## src/lfr_pkg.sv

```systemverilog
// Shared types and constants for the LRU frame replacer.
`default_nettype none
package lfr_pkg;

	// Default number of frames, and so of cells in the order row.
	localparam int NUM_FRAMES_DEF = 64;

	// Field widths.
	localparam int MODE_W  = 2;
	localparam int FRAME_W = 6;
	localparam int COUNT_W = 7;

	// Capacity after reset.
	localparam logic [COUNT_W-1:0] CAPACITY_RST = COUNT_W'(64);

	// Request operation codes.
	localparam logic [MODE_W-1:0] MODE_VICTIM = 2'd0;
	localparam logic [MODE_W-1:0] MODE_PIN    = 2'd1;
	localparam logic [MODE_W-1:0] MODE_UNPIN  = 2'd2;

	// Contents of one cell, as seen by its neighbors.
	typedef struct packed {
		logic               valid;
		logic [FRAME_W-1:0] frame;
	} lfr_link_t;

	// Command broadcast to every cell for the current request.
	typedef struct packed {
		logic               step;   // a request is accepted this cycle
		logic               victim; // pop the oldest entry
		logic               pin;    // remove the entry that matches key
		logic               load;   // append key after the newest entry
		logic [FRAME_W-1:0] key;
	} lfr_cmd_t;

endpackage
`default_nettype wire

```

## src/lfr_if.sv

```systemverilog
// Request and response channel interfaces of the LRU frame replacer.
`default_nettype none

// Request channel: one operation per beat.
interface lfr_req_if import lfr_pkg::*; ();
	logic               valid;
	logic               ready;
	logic [MODE_W-1:0]  mode;
	logic [FRAME_W-1:0] frame;

	modport source (output valid, output mode, output frame, input ready);
	modport sink (input valid, input mode, input frame, output ready);
endinterface

// Response channel: one result per beat.
interface lfr_rsp_if import lfr_pkg::*; ();
	logic               valid;
	logic               ready;
	logic               found;
	logic [FRAME_W-1:0] evict_frame;
	logic [COUNT_W-1:0] count;

	modport source (output valid, output found, output evict_frame, output count,
		input ready);
	modport sink (input valid, input found, input evict_frame, input count,
		output ready);
endinterface

`default_nettype wire

```

## src/lfr_cell.sv

```systemverilog
// One cell of the order row: holds one listed frame and shifts toward the oldest end.
`default_nettype none
module lfr_cell import lfr_pkg::*; (
	input  wire logic      clk,
	input  wire logic      arst_n,
	input  wire lfr_cmd_t  cmd,
	input  wire logic      left_valid, // older neighbor holds an entry
	input  wire lfr_link_t right,      // newer neighbor's contents
	input  wire logic      any_in,     // a match exists in an older cell
	output logic           any_out,    // a match exists here or in an older cell
	output lfr_link_t      own
);

	logic               valid_q;
	logic [FRAME_W-1:0] frame_q;
	logic               match;
	logic               shift;
	logic               fill;

	// Compare against the key and pass the match on toward the newer end.
	assign match   = valid_q && (frame_q == cmd.key);
	assign any_out = any_in | match;

	// Shift when popping, or when a removed entry lies here or further back.
	assign shift = cmd.victim | (cmd.pin & any_out);
	// The first empty cell takes an appended frame.
	assign fill  = cmd.load & ~valid_q & left_valid;

	// Occupancy.
	always_ff @(posedge clk or negedge arst_n) begin
		if (!arst_n) begin
			valid_q <= 1'b0;
		end else if (cmd.step) begin
			if (shift) begin
				valid_q <= right.valid;
			end else if (fill) begin
				valid_q <= 1'b1;
			end
		end
	end

	// Stored frame number.
	always_ff @(posedge clk) begin
		if (cmd.step) begin
			if (shift) begin
				frame_q <= right.frame;
			end else if (fill) begin
				frame_q <= cmd.key;
			end
		end
	end

	assign own.valid = valid_q;
	assign own.frame = frame_q;

endmodule
`default_nettype wire

```

## src/lru_frame_replacer.sv

```systemverilog
// Top level of the LRU frame replacer: cell row, count, capacity and result register.
//
//  channel   dir  signals                           meaning
//  req       in   valid ready mode frame            victim, pin or unpin request
//  rsp       out  valid ready found evict_frame     one result per request
//                 count
//  cfg       in   cfg_wr_en cfg_wr_data             capacity register write
//
// For each accepted request, every cell of the row compares, shifts or
// fills in the same edge, and the result lands in the output register.
// One request per cycle is sustained while rsp is taken; req stalls only while
// a result waits in the output register and rsp.ready is low.
// Reset empties the row and the count at once and sets capacity to 64.
`default_nettype none
module lru_frame_replacer import lfr_pkg::*; #(
	parameter int NUM_FRAMES = NUM_FRAMES_DEF
) (
	input  wire logic               clk,
	input  wire logic               arst_n,
	lfr_req_if.sink                 req,
	lfr_rsp_if.source               rsp,
	input  wire logic               cfg_wr_en,
	input  wire logic [COUNT_W-1:0] cfg_wr_data
);

	logic [COUNT_W-1:0] capacity_q;
	logic [COUNT_W-1:0] count_q;
	logic               rsp_valid_q;
	logic               found_q;
	logic [FRAME_W-1:0] evict_frame_q;
	logic [COUNT_W-1:0] rsp_count_q;

	lfr_cmd_t           cmd;
	lfr_link_t          link [NUM_FRAMES];
	logic [NUM_FRAMES:0] any_c;
	logic               step;
	logic               in_range;
	logic               hit;
	logic               is_victim;
	logic               is_pin;
	logic               is_unpin;
	logic               pop;
	logic               drop;
	logic [COUNT_W-1:0] count_d;

	// Handshake: take a request whenever the output register is free or draining.
	assign req.ready = ~rsp_valid_q | rsp.ready;
	assign step      = req.valid & req.ready;

	// Decode the operation.
	always_comb begin
		is_victim = 1'b0;
		is_pin    = 1'b0;
		is_unpin  = 1'b0;
		case (req.mode)
			MODE_VICTIM: is_victim = 1'b1;
			MODE_PIN:    is_pin    = 1'b1;
			MODE_UNPIN:  is_unpin  = 1'b1;
			default:     ;
		endcase
	end

	assign in_range = int'(req.frame) < NUM_FRAMES;
	assign hit      = any_c[NUM_FRAMES];
	assign pop      = is_victim & link[0].valid;
	assign drop     = is_pin & in_range & hit;

	// Command to the row.
	assign cmd.step   = step;
	assign cmd.victim = is_victim;
	assign cmd.pin    = is_pin & in_range;
	assign cmd.load   = is_unpin & in_range & ~hit & (count_q < capacity_q);
	assign cmd.key    = req.frame;

	// Row of cells, oldest entry in cell 0.
	assign any_c[0] = 1'b0;
	for (genvar i = 0; i < NUM_FRAMES; i++) begin : g_cell
		lfr_link_t right_l;
		logic      left_v;
		if (i == NUM_FRAMES - 1) begin : g_last
			assign right_l = '0;
		end else begin : g_mid
			assign right_l = link[i+1];
		end
		if (i == 0) begin : g_first
			assign left_v = 1'b1;
		end else begin : g_rest
			assign left_v = link[i-1].valid;
		end
		lfr_cell u_cell (
			.clk        (clk),
			.arst_n     (arst_n),
			.cmd        (cmd),
			.left_valid (left_v),
			.right      (right_l),
			.any_in     (any_c[i]),
			.any_out    (any_c[i+1]),
			.own        (link[i])
		);
	end

	// Next entry count.
	always_comb begin
		count_d = count_q;
		if (pop || drop) begin
			count_d = count_q - COUNT_W'(1);
		end else if (cmd.load) begin
			count_d = count_q + COUNT_W'(1);
		end
	end

	// Capacity register and entry count.
	always_ff @(posedge clk or negedge arst_n) begin
		if (!arst_n) begin
			capacity_q <= CAPACITY_RST;
			count_q    <= '0;
		end else begin
			if (cfg_wr_en) begin
				capacity_q <= cfg_wr_data;
			end
			if (step) begin
				count_q <= count_d;
			end
		end
	end

	// Output register valid.
	always_ff @(posedge clk or negedge arst_n) begin
		if (!arst_n) begin
			rsp_valid_q <= 1'b0;
		end else if (step) begin
			rsp_valid_q <= 1'b1;
		end else if (rsp.ready) begin
			rsp_valid_q <= 1'b0;
		end
	end

	// Output register payload.
	always_ff @(posedge clk) begin
		if (step) begin
			found_q       <= pop;
			evict_frame_q <= pop ? link[0].frame : '0;
			rsp_count_q   <= count_d;
		end
	end

	assign rsp.valid       = rsp_valid_q;
	assign rsp.found       = found_q;
	assign rsp.evict_frame = evict_frame_q;
	assign rsp.count       = rsp_count_q;

endmodule
`default_nettype wire
```

## src/flat_wrapper.sv

```systemverilog
// flat-port wrapper written by rule: the top's interface ports become plain ports
module lru_frame_replacer_flat import lfr_pkg::*;
#(
	parameter int NUM_FRAMES = NUM_FRAMES_DEF
)
  (clk, arst_n, cfg_wr_en, cfg_wr_data, req_valid, req_mode, req_frame, req_ready, rsp_valid, rsp_found, rsp_evict_frame, rsp_count, rsp_ready);
  lfr_req_if req_i ();
  lfr_rsp_if rsp_i ();
  input  wire logic clk;
  input  wire logic arst_n;
  input  wire logic cfg_wr_en;
  input  wire logic [COUNT_W-1:0] cfg_wr_data;
  input wire logic [$bits(req_i.valid)-1:0] req_valid;
  input wire logic [$bits(req_i.mode)-1:0] req_mode;
  input wire logic [$bits(req_i.frame)-1:0] req_frame;
  output wire logic [$bits(req_i.ready)-1:0] req_ready;
  output wire logic [$bits(rsp_i.valid)-1:0] rsp_valid;
  output wire logic [$bits(rsp_i.found)-1:0] rsp_found;
  output wire logic [$bits(rsp_i.evict_frame)-1:0] rsp_evict_frame;
  output wire logic [$bits(rsp_i.count)-1:0] rsp_count;
  input wire logic [$bits(rsp_i.ready)-1:0] rsp_ready;
  assign req_i.valid = req_valid;
  assign req_i.mode = req_mode;
  assign req_i.frame = req_frame;
  assign req_ready = req_i.ready;
  assign rsp_valid = rsp_i.valid;
  assign rsp_found = rsp_i.found;
  assign rsp_evict_frame = rsp_i.evict_frame;
  assign rsp_count = rsp_i.count;
  assign rsp_i.ready = rsp_ready;
  lru_frame_replacer #(.NUM_FRAMES(NUM_FRAMES)) u_core (.clk(clk), .arst_n(arst_n), .req(req_i), .rsp(rsp_i), .cfg_wr_en(cfg_wr_en), .cfg_wr_data(cfg_wr_data));
endmodule
```

## config.mk

```make
export PLATFORM = sky130hd
export DESIGN_NAME = lru_frame_replacer_flat
export DESIGN_NICKNAME = d
export VERILOG_FILES = /design/src/lfr_pkg.sv /design/src/lfr_if.sv /design/src/lfr_cell.sv /design/src/lru_frame_replacer.sv /design/src/flat_wrapper.sv
export SDC_FILE = /design/constraint.sdc
export NUM_CORES = 1
export LEC_CHECK = 0
export BUFFER_PORTS_ARGS = -buffer_cell sky130_fd_sc_hd__buf_2
export CAP_MARGIN = 20
export CORE_ASPECT_RATIO = 2
export CORE_MARGIN = 4
export CORE_UTILIZATION = 38
export DETAILED_ROUTE_END_ITERATION = 8
export PLACE_DENSITY = 0.49
export SYNTH_ARGS = -nofsm -noshare
export SYNTH_HDL_FRONTEND = slang
export SYNTH_SLANG_ARGS = --single-unit
```

## constraint.sdc

```tcl
create_clock -name clk -period 5.07 [get_ports clk]
set_input_delay 0 -clock clk [delete_from_list [all_inputs] [get_ports clk]]
set_output_delay 0 -clock clk [all_outputs]
set_load 0.01 [all_outputs]
```

# Word level (Yosys, flattened, before mapping)
# Cells that the tools add are included.
# totals
reg_bits,477
inputBits,20
output_inout_bits,16
word_cells,1049
# classes
add_sub_neg,2
n_lt_le_gt_ge,1
eq_ne,66
muxes,262
n_bitwise,389
n_reduce_logical,195
# op_table
cell,n
$mux 6,127
$eq 6x6->1,64
$and 1x1->1,195
$mux 1,133
$reduce_bool 2->1,65
$or 1x1->1,128
$reduce_and 2->1,64
$not 1->1,66
$logic_and 1x1->1,64
$mux 7,2
$add 7x1->7 const B,1
$lt 7x7->1,1
$sub 7x1->7 const B,1
$eq 2x1->1 const B,1
$eq 2x2->1 const B,1
$logic_not 2->1,1
$logic_or 1x1->1,1

# Longest topological paths before layout
# Gate-level depths: netlist of run 1.
# logic_depth
word_depth,72
ltp_mapped,16
mapped_depth_nobuf,11

# Hierarchy
# A second synthesis of run 1 with hierarchy kept.
# unflattened
hier_cells,2256
hier_area_um2,28811.4
# modules_own_cells
mod,n_inst,cells_per_inst,area_each_um2,seq_area_each_um2
lfr_cell,64,33,425.4,205.2
lru_frame_replacer,1,144,1585.3,797.0

# Worst setup path before layout of run 1
# OpenSTA, ideal clock, no wires.
# synth_path
kind,register -> register
startpoint,register u_core.g_cell[39].u_cell.frame_q[1]
endpoint,register u_core.g_cell[23].u_cell.frame_q[0] (enable)
setup_ns,0.350
arrival_time_ns,2.877
required_ns,4.720
slack_ns,1.843
stages_incl_launch_ff,13
n_path_buf,3
period_less_slack_ns,3.227
cell_sequence,edfxtp_1 xnor2_1 nand4_1 nor4_1 or3_1 or3_1 nor4_4 and4_1 buf_4 buf_4 buf_2 a31oi_1 nor2_1
# synth_via
elab_chain_len,34
# synth_rtl
item,line_no,source
from (decl),lfr_cell.sv:15,logic [FRAME_W-1:0] frame_q;
from (signal assigned),lfr_cell.sv:46,frame_q <= right.frame;
from (signal assigned),lfr_cell.sv:48,frame_q <= cmd.key;
$eq 6x6->1,lfr_cell.sv:21,assign match = valid_q && (frame_q == cmd.key);
$logic_and 1x1->1,lfr_cell.sv:21,
$or 1x1->1 (25 in a row),lfr_cell.sv:22,assign any_out = any_in | match;
$not 1->1,lru_frame_replacer.sv:72,assign cmd.load = is_unpin & in_range & ~hit & (count_q < capacity_q);
$and 1x1->1 (2 in a row),lru_frame_replacer.sv:72,
$and 1x1->1 (2 in a row),lfr_cell.sv:27,assign fill = cmd.load & ~valid_q & left_valid;
$reduce_bool 2->1 (no source line),--,
$reduce_and 2->1 (no source line),--,
to (signal assigned),lfr_cell.sv:46,
to (signal assigned),lfr_cell.sv:48,
to (decl),lfr_cell.sv:15,
# Every way passes these cells.
# A chain may end at the register's enable or synchronous reset.

# Worst setup path in the final report of run 1
# layout_path
startpoint,input req_frame[0]
endpoint,register u_core.g_cell[25].u_cell.frame_q[4] (enable)
# layout_via
elab_chain_len,72
elab_cells_between_ends,200
cone_classes,eq/ne: 64; bitwise: 70; reduce/logical: 66
# layout_rtl
item,line_no,source
from (decl),flat_wrapper.sv:15,input wire logic [$bits(req_i.frame)-1:0] req_frame;
$eq 6x6->1,lfr_cell.sv:21,
$logic_and 1x1->1,lfr_cell.sv:21,
$or 1x1->1 (63 in a row),lfr_cell.sv:22,
$not 1->1,lru_frame_replacer.sv:72,
$and 1x1->1 (2 in a row),lru_frame_replacer.sv:72,
$and 1x1->1 (2 in a row),lfr_cell.sv:27,
$reduce_bool 2->1 (no source line) (*),--,
$reduce_and 2->1 (no source line) (*),--,
to (signal assigned),lfr_cell.sv:46,
to (signal assigned),lfr_cell.sv:48,
to (decl),lfr_cell.sv:15,
# Every way passes the cells marked *; elsewhere a longest branch is shown, timed or not.

==> results.toml, run 1 <==
[clocking]
clkLatencyLatePin_ns = 0.59
postCtsSetupBuffers = 0
cts_root_buffer = "clkbuf_16"
ctsHoldBuffers = 24
cts_tree = "built"
cts_buffer_depth = 3
cts_buffers = 48
htreeDepth = 2
cts.sinks = 477
ctsResizeCount = 0
clkSlewWorstSetupHoldPaths_ns = 0.07

[logic_synthesis]
syn-cell-area_sq_um = 27050
syn_area_per_cell_sq_um = 12.71
synth_edf_count = 398
synthArstFlopShare = 0.1656
syn-num-nets = 2156
yosys.area.top_type = "edfxtp_1"
yosysUniqueCellTypes = 73
yosysSeqAreaShare = 0.5150
postSynthCellCount = 2128
ys.flop_type = "edfxtp_1"
synth_top_cell_area_share = 0.4418
ys_ff_latch = 477
ys_warn_count = 0
synth_area_leaders = "edfxtp_1 44%, mux2_2 16%, dfrtp_1 7.2%"

[global_route]
grtUsageTotal = 0.1947
grt_pass1_vias = 18749
antenna_found_initial = 0
gr-usage-met2 = 0.4145
use_met1 = 0.1920
busiest_layer = "met2"
grt_util_met3 = 0.01740
grt_max_degree = 81
grt.overflow.total = 0
grt_pass1_wl_um = 114100

[floorplanning]
floorplan.initialDensity = 0.3830
dieArea_sq_um = 75770
num_io_pins = 36
coreArea_sq_um = 70620
core.rowCount = 138
die_h_um = 385.3
die_w_um = 196.7

[route]
drtIter0Drc = 733
wirelength_um = 74540
first_pass_iters = 5
wl_per_cell_um = 23.89
drt.antenna.violating_nets = 0
vias_per_cell = 5.472
vias = 17074
drc = 0

[final_layout]
fill_cells = 6563
final_cell_mix = "398 x edfxtp_1, 379 x mux2_2, 207 x xnor2_1"
layout_commonest_cell = "edfxtp_1"
multi_input_area_sq_um = 12080
design_area_sq_um = 30120
drive_gt1_frac = 0.2869
diodes = 0
area_growth_pct = 11.35
layout.cells.non_filler = 3120
seq_area_sq_um = 13930
finalNetCount = 2201

[outcome]
status = "finished, final reports clean"

[placed_design]
placedCellCount = 3009
placed_area_sq_um = 28260
dp_hpwl_um = 53180
io_buffers = 35
gp_congestion = 0.7919

[timing]
setup_violations = 0
rsz0062_at_grt = "no"
fmax_ghz = 0.2342
post-route-period-util = 0.8421
drv_slew = 0
timing.hold.ws_ns = 0.01997
worst_slew_margin_rel = 0.3192
totalNegativeSetupSlack_ns = 0
period_needed_ns = 4.269
skew_ns = 0.02307
tightest_slew_ns = 1.021
hold_viol = 0

[setup_path]
cp.required_ns = 5.30
critPathArrivalTime_ns = 4.50
path_max_fanout = 74
end_kind = "register"
cp-start-kind = "primary input"
path_class = "in2reg"

[power]
power.density_nw_per_um2 = 394.6
p_total_mw = 11.88
p_seq_frac = 0.461
swShare = 0.3066
leakagePower_nw = 10.30
p_int_mw = 8.240
combinationalPowerShare = 0.223
power_switching_mw = 3.644
vdd_drop_max_uv = 279.9
pwr-share-clk = 0.316

[hold_path]
worstHoldPathType = "in2reg"

[job]
drv_cap = 0
## synthesized netlist by cell type (all sizes together), types with 6 or more instances
cell and count:
edfxtp 398, mux2 379, xnor2 207, xor2 189
nor2 113, dfrtp 78, clkbuf 77, a21oi 75
nand4 69, buf 68, nand2 66, nor4 58
inv 50, a31oi 42, o21ai 30, o21a 28
o32a 28, and2 18, a211oi 16, a21o 15
nor3 14, a32oi 12, and3 9, ha 8
nand3 8, nand2b 7, nor2b 7, a21boi 6
a31o 6, o41a 6
## cells by family after synthesis
group                      count (synthesis)  synth area share
xor gates and xnor gates                 396            0.1282
adders and majority gates                  8          0.003701
muxes                                    379            0.1578
buffers and inverters                    196           0.03876
and+or+nand+nor                          386           0.07706
DFF                                      477            0.5150
AOI/OAI and AO/OA                        286           0.07951
## metrics by stage
step,util,setup slack [ns]
floorplan,-,1.843
global placement,0.4002,0.6201
detailed placement,0.4002,0.6386
CTS,0.4265,0.8473
global route,0.4265,0.6610
finish,0.4265,0.8006
## layout make-up
type                    count  share of cell area
flip-flops and latches    477              0.4625
multi-input cells        1455              0.4011
clock buffers              62             0.04433
repair buffers            140             0.03863
well taps                 910             0.03780
clock inverters            25            0.009264
inverters                  51            0.006356
## power groups by stage
| stage | logic (mW) | registers, mW | clock network (mW) |
|---|---|---|---|
| after floorplan | 2.03 | 5.29 | 0 |
| after global placement | 2.63 | 5.56 | 0 |
| after detailed placement | 2.66 | 5.56 | 0 |
| after CTS | 2.69 | 5.48 | 3.87 |
| after global routing | 2.91 | 5.54 | 4.00 |
| final | 2.65 | 5.47 | 3.76 |
## worst paths after layout
kind	startpoint	end	slack, ns	depth (start not counted)
min in group asynchronous	arst_n	u_core.g_cell[1].u_cell.valid_q	0.05	2
max	req_frame[0]	u_core.g_cell[25].u_cell.frame_q[4]	0.80	14
max reg2reg	u_core.g_cell[3].u_cell.frame_q[2]	u_core.g_cell[25].u_cell.frame_q[4]	0.92	11
max in group asynchronous	arst_n	u_core.capacity_q[6]	3.98	3
min	req_frame[3]	u_core.g_cell[34].u_cell.frame_q[3]	0.02	2
min reg2reg	u_core.count_q[6]	u_core.count_q[6]	0.54	1
## state kept, by name (all words and copies together), names as in the netlist
signal	cells
u_core.rsp.valid	1
u_core.g_cell.u_cell.valid_q	64
u_core.g_cell.u_cell.frame_q	384
u_core.rsp.count	7
u_core.capacity_q	7
u_core.rsp.found	1
u_core.count_q	7
u_core.rsp.evict_frame	6
## layer usage
| metal | part of all wire | wire length, um |
|---|---|---|
| met5 | 0 | 0 |
| met4 | 0.029 | 2183 |
| met3 | 0.020 | 1504 |
| met2 | 0.60 | 45030 |
| met1 | 0.35 | 25820 |
## worst max-delay path, stage by stage
cell and delay (ns):
dlygate4sd3_1 0.54, buf_6 0.28, buf_4 0.31, xnor2_1 0.10, nand4_1 0.09, or4_1 0.19, and4_1 0.51, nand4_1 0.30
nor4_4 0.63, and4_4 0.37, buf_12 0.33, nand2_1 0.13, o21a_1 0.18, nor2_1 0.43
(Power assumes the default switching activity.)
==> inputs of run 2 (changes only) <==
PLACE_DENSITY = 0.51   (was 0.49)
clock period = 3.6 ns   (was 5.07 ns; I/O delays follow)
==> results.toml, run 2 (synthesis results as in run 1) <==
[outcome]
status = "finished, final reports clean"

[floorplanning]
coreArea_sq_um = 70620
die_w_um = 196.7
num_io_pins = 36
floorplan.initialDensity = 0.3830
die_h_um = 385.3
dieArea_sq_um = 75770
core.rowCount = 138

[setup_path]
reg2reg_slack_ns = 0.09
path_max_fanout = 9
cp_num_buf_inv = 3
slowest_delay_ns = 0.66
cp-start-kind = "register"
path_class = "reg2reg"
crit_family = "simple AND/OR/NAND/NOR gates"
cp.required_ns = 3.92
cp_cell_sequence = "xor2_1 -> or4_1 -> and4_1 -> buf_4 -> nand2_1 -> buf_4 -> nor4_4 -> nor3b_2 -> buf_4 -> a21oi_2 -> mux2_2"
cpMostUsedCell = "buf_4"
end_kind = "register"
slowest_stage = "or4_1"
critPathArrivalTime_ns = 3.83

[timing]
rsz0062_at_grt = "yes"
setup_violations = 0
period_needed_ns = 3.508
post-route-period-util = 0.9746
skew_ns = 0.01638
tightest_slew_ns = 0.9722
worst_slew_margin_rel = 0.3479
drv_slew = 0
hold_viol = 0
timing.hold.ws_ns = 0.04046
fmax_ghz = 0.2850

[global_route]
grt_pass1_vias = 19365
grt_max_degree = 84
grt.overflow.total = 0
grtUsageTotal = 0.1936
antenna_found_initial = 1
grt_pass1_wl_um = 113900

[route]
vias_per_cell = 5.365
wl_per_cell_um = 22.74
drc = 0
drt.antenna.violating_nets = 0
vias = 17929
drtIter0Drc = 826
wirelength_um = 75990
first_pass_iters = 5

[clocking]
clkLatencyLatePin_ns = 0.58
cts_tree = "built"
cts_buffer_depth = 3
cts_buffers = 46
clkSlewWorstSetupHoldPaths_ns = 0.07
cts.sinks = 477
htreeDepth = 2
cts_root_buffer = "clkbuf_16"

[power]
p_int_mw = 11.79
leakagePower_nw = 11.49
p_seq_frac = 0.451
pwr-share-clk = 0.288
power.density_nw_per_um2 = 528.2
swShare = 0.3059
vdd_drop_max_uv = 450.1
combinationalPowerShare = 0.262
power_switching_mw = 5.196
p_total_mw = 16.99

[final_layout]
area_growth_pct = 18.92
final_cell_mix = "398 x edfxtp_1, 379 x mux2_2, 265 x buf_4"
fill_cells = 6370
top_register = "u_core.g_cell.u_cell.frame_q"
largest_reg_flops = 384
utilization = 0.4555
reg_top3 = "u_core.g_cell.u_cell.frame_q: 384 flops, u_core.g_cell.u_cell.valid_q: 64 flops"
finalNetCount = 2425
drive_gt1_frac = 0.3479
layout_commonest_cell = "edfxtp_1"
diodes = 0
layout.cells.non_filler = 3342

[hold_path]
worstHoldPathType = "in2reg"

[placed_design]
placedCellCount = 3213
io_buffers = 35
gp_congestion = 0.8024
dp_hpwl_um = 53990

[job]
drv_cap = 0
[run 2: cell count changes in the layout (fill, tap and decap cells not counted), moves of 4 or more]
cell and delta:
buf_4 +191, buf_12 +25, clkbuf_1 +9, clkbuf_8 -5
clkinv_2 -5, dlygate4sd3_1 +5, a21oi_4 +4
[run 2: final cells by class]
| cell class | instances | area, sq um | share of cell area |
|---|---|---|---|
| Clock buffer | 64 | 1250 | 0.03886 |
| Clock inverter | 19 | 190.2 | 0.005912 |
| Inverter | 51 | 191.4 | 0.005951 |
| Multi-Input combinational cell | 1455 | 12170 | 0.3783 |
| Sequential cell | 477 | 13930 | 0.4330 |
| Tap cell | 910 | 1139 | 0.03540 |
| Timing Repair Buffer | 366 | 3298 | 0.1025 |
[run 2: path summary, 6_finish.rpt]
path	start	cells past startpoint	to
setup / recovery	u_core.g_cell[3].u_cell.frame_q[3]	11	u_core.g_cell[43].u_cell.frame_q[3]
hold / removal	req_frame[2]	2	u_core.g_cell[1].u_cell.frame_q[2]
setup reg to reg	u_core.g_cell[3].u_cell.frame_q[3]	11	u_core.g_cell[43].u_cell.frame_q[3]
hold reg to reg	u_core.g_cell[63].u_cell.valid_q	2	u_core.g_cell[63].u_cell.valid_q
max in group asynchronous	arst_n	4	u_core.g_cell[28].u_cell.valid_q
min in group asynchronous	arst_n	4	u_core.count_q[4]
[run 2: timing repair]
action,4_1_cts,5_1_grt
buffers inserted,0,13
endpoints found under the hold margin,97,0
endpoints found under the setup margin,7,264
resized for setup,1,30
gates cloned,0,3
pin swaps,0,1
hold buffers,30,0
[run 2: power by group through the flow]
stage	logic [mW]	registers, mW	clock network [mW]
final	4.45	7.66	4.89
after global routing	4.83	7.72	5.22
after CTS	4.41	7.66	5.04
after detailed placement	4.35	7.77	0
after global placement	4.28	7.76	0
after floorplan	2.87	7.45	0
[run 2: stage by stage]
step                      TNS (ns)  area, sq um  worst slack, ns
after global placement           0        30060          0.02388
after global routing      -0.03777        32170        -0.004213
final                            0        32170          0.09152
after floorplan                  0        27050           0.3730
after detailed placement   -0.1305        30060         -0.02202
after CTS                        0        31820         0.007115
[run 2: per-layer routing]
metal	vias up	global-route usage	share of wire
met5	-	0	0
met4	0	0.06554	0.034
met3	126	0.01801	0.022
met2	258	0.4085	0.59
met1	9119	0.1902	0.35
li1	8426	-	-
==> inputs of run 3 (changes only) <==
SLEW_MARGIN = 30   (was default)
clock period = 3.2 ns   (was 3.6 ns; I/O delays follow)
==> results.toml, run 3 (synthesis results as in run 1) <==
[outcome]
status = "finished, violations left"
violations = "setup timing"

[placed_design]
io_buffers = 35
gp_congestion = 0.8031
dp_hpwl_um = 57230
placedCellCount = 3438
post-place-ws_ns = -0.6134

[timing]
setup_violations = 530
tightest_slew_ns = 1.174
setup_ws_ns = -0.2833
worst_slew_margin_rel = 0.2174
period_needed_ns = 3.483
drv_slew = 0
hold_viol = 0
post-route-period-util = 1.089
timing.hold.ws_ns = 0.04397
fmax_ghz = 0.2871
skew_ns = 0.01960
rsz0062_at_grt = "yes"
totalNegativeSetupSlack_ns = -99.72

[route]
top_layer = "met4"
drc = 0
drtIter0Drc = 858
met2_wirelength_um = 48460
wl_per_cell_um = 22.51
vias = 19244
wirelength_um = 81720
drt.antenna.violating_nets = 0
first_pass_iters = 5
m1WireLength_um = 27440
vias_per_cell = 5.300
route.met3.wl_um = 2007

[setup_path]
path_max_fanout = 7
cp.required_ns = 3.50
path_class = "reg2reg"
end_kind = "register"
cp-start-kind = "register"
slowest_stage = "or3_4"
cp_cell_sequence = "xnor2_1 -> nand4_1 -> nor4_4 -> or3_4 -> or3_4 -> nor4_4 -> buf_4 -> and4_4 -> buf_12 -> buf_16 -> buf_12 -> a31oi_1 -> nor2_2 -> buf_6"
slowest_delay_ns = 0.42
critPathArrivalTime_ns = 3.78

[clocking]
cts.sinks = 477
cts_root_buffer = "clkbuf_16"
cts_tree = "built"
htreeDepth = 2
cts_buffers = 47
cts_buffer_depth = 3
clkSlewWorstSetupHoldPaths_ns = 0.07
clkLatencyLatePin_ns = 0.58

[floorplanning]
dieArea_sq_um = 75770
die_h_um = 385.3
core.rowCount = 138
num_io_pins = 36
coreArea_sq_um = 70620
die_w_um = 196.7
floorplan.initialDensity = 0.3830

[final_layout]
finalNetCount = 2712
layout.cells.non_filler = 3631
area_growth_pct = 32.81
final_cell_mix = "474 x buf_4, 398 x edfxtp_1, 315 x mux2_2"
drive_gt1_frac = 0.4642
diodes = 0
layout_commonest_cell = "buf_4"
largest_reg_flops = 384
reg_top3 = "u_core.g_cell.u_cell.frame_q: 384 flops, u_core.g_cell.u_cell.valid_q: 64 flops"
top_register = "u_core.g_cell.u_cell.frame_q"

[global_route]
grt.overflow.total = 0
grt_pass1_vias = 20614
grtUsageTotal = 0.2072
antenna_found_initial = 0
grt_max_degree = 152
grt_pass1_wl_um = 120600

[power]
vdd_drop_max_uv = 496.2
leakagePower_nw = 13.49
power.density_nw_per_um2 = 586.6

[hold_path]
worstHoldPathType = "in2reg"

[job]
drv_cap = 0
run 3: changes by cell type in the layout (fill, tap and decap cells not counted), sizes merged:
cell         delta
bufbuf          +1
clkbuf         +11
dlygate4sd3     -2
bufinv          -3
clkinvlp        +1
clkinv          -6
buf           +287
run 3: timing repair:
action                                  in CTS  in global routing
pin swaps                                   39                 90
hold endpoints to repair                    90                  0
gates resized for setup                    125                216
hold buffers                                27                  0
gates cloned                                 5                  4
endpoints found under the setup margin     716                698
setup buffers                               31                 44
run 3: worst paths after layout:
path	start	endpoint	slack [ns]	cells past startpoint
max in group asynchronous	arst_n	u_core.g_cell[54].u_cell.valid_q	1.08	4
min in group asynchronous	arst_n	u_core.g_cell[9].u_cell.valid_q	0.47	3
hold / removal	req_frame[4]	u_core.g_cell[42].u_cell.frame_q[4]	0.04	2
setup / recovery	u_core.g_cell[41].u_cell.frame_q[0]	u_core.g_cell[42].u_cell.frame_q[2]	-0.28	14
setup reg to reg	u_core.g_cell[41].u_cell.frame_q[0]	u_core.g_cell[42].u_cell.frame_q[2]	-0.28	14
hold reg to reg	u_core.count_q[6]	u_core.count_q[6]	0.56	1
run 3: area by class of cell:
| type | instances | area, sq um |
|---|---|---|
| inverter | 51 | 191.4 |
| clock inverter | 11 | 85.08 |
| timing repair buffer | 652 | 5881 |
| sequential | 477 | 13930 |
| tap | 910 | 1139 |
| multi-input combinational | 1455 | 13340 |
| clock buffer | 75 | 1361 |
| fill | 6159 | 34690 |
run 3: where the power goes:
group          switching, mW  internal [mW]
clock                   2.46           2.99
sequential             0.697           7.74
combinational           3.45           3.73
total                   6.61           14.5
run 3: metrics by stage:
step                power [mW]  area [sq um]  utilization
finish                   21.07         35930       0.5087
CTS                      20.40         34480       0.4883
global route             21.99         35930       0.5087
floorplan                11.63         27110            -
global placement         14.21         31860       0.4511
detailed placement       14.30         31860       0.4511
run 3: worst max-delay path, delay by kind of cell, from the launching register on:
family / cells / cell delay, ns
DFF: 1 / 0.41
AOI/OAI and AO/OA: 1 / 0.10
xor gates and xnor gates: 1 / 0.14
and+or+nand+nor: 7 / 1.75
buffers and inverters: 5 / 0.80
run 3: metal layers:
| layer | up-vias | GRT usage |
|---|---|---|
| met5 | - | 0 |
| met4 | 0 | 0.09753 |
| met1 | 9759 | 0.1961 |
| met2 | 313 | 0.4298 |
| li1 | 9008 | - |
| met3 | 164 | 0.02203 |
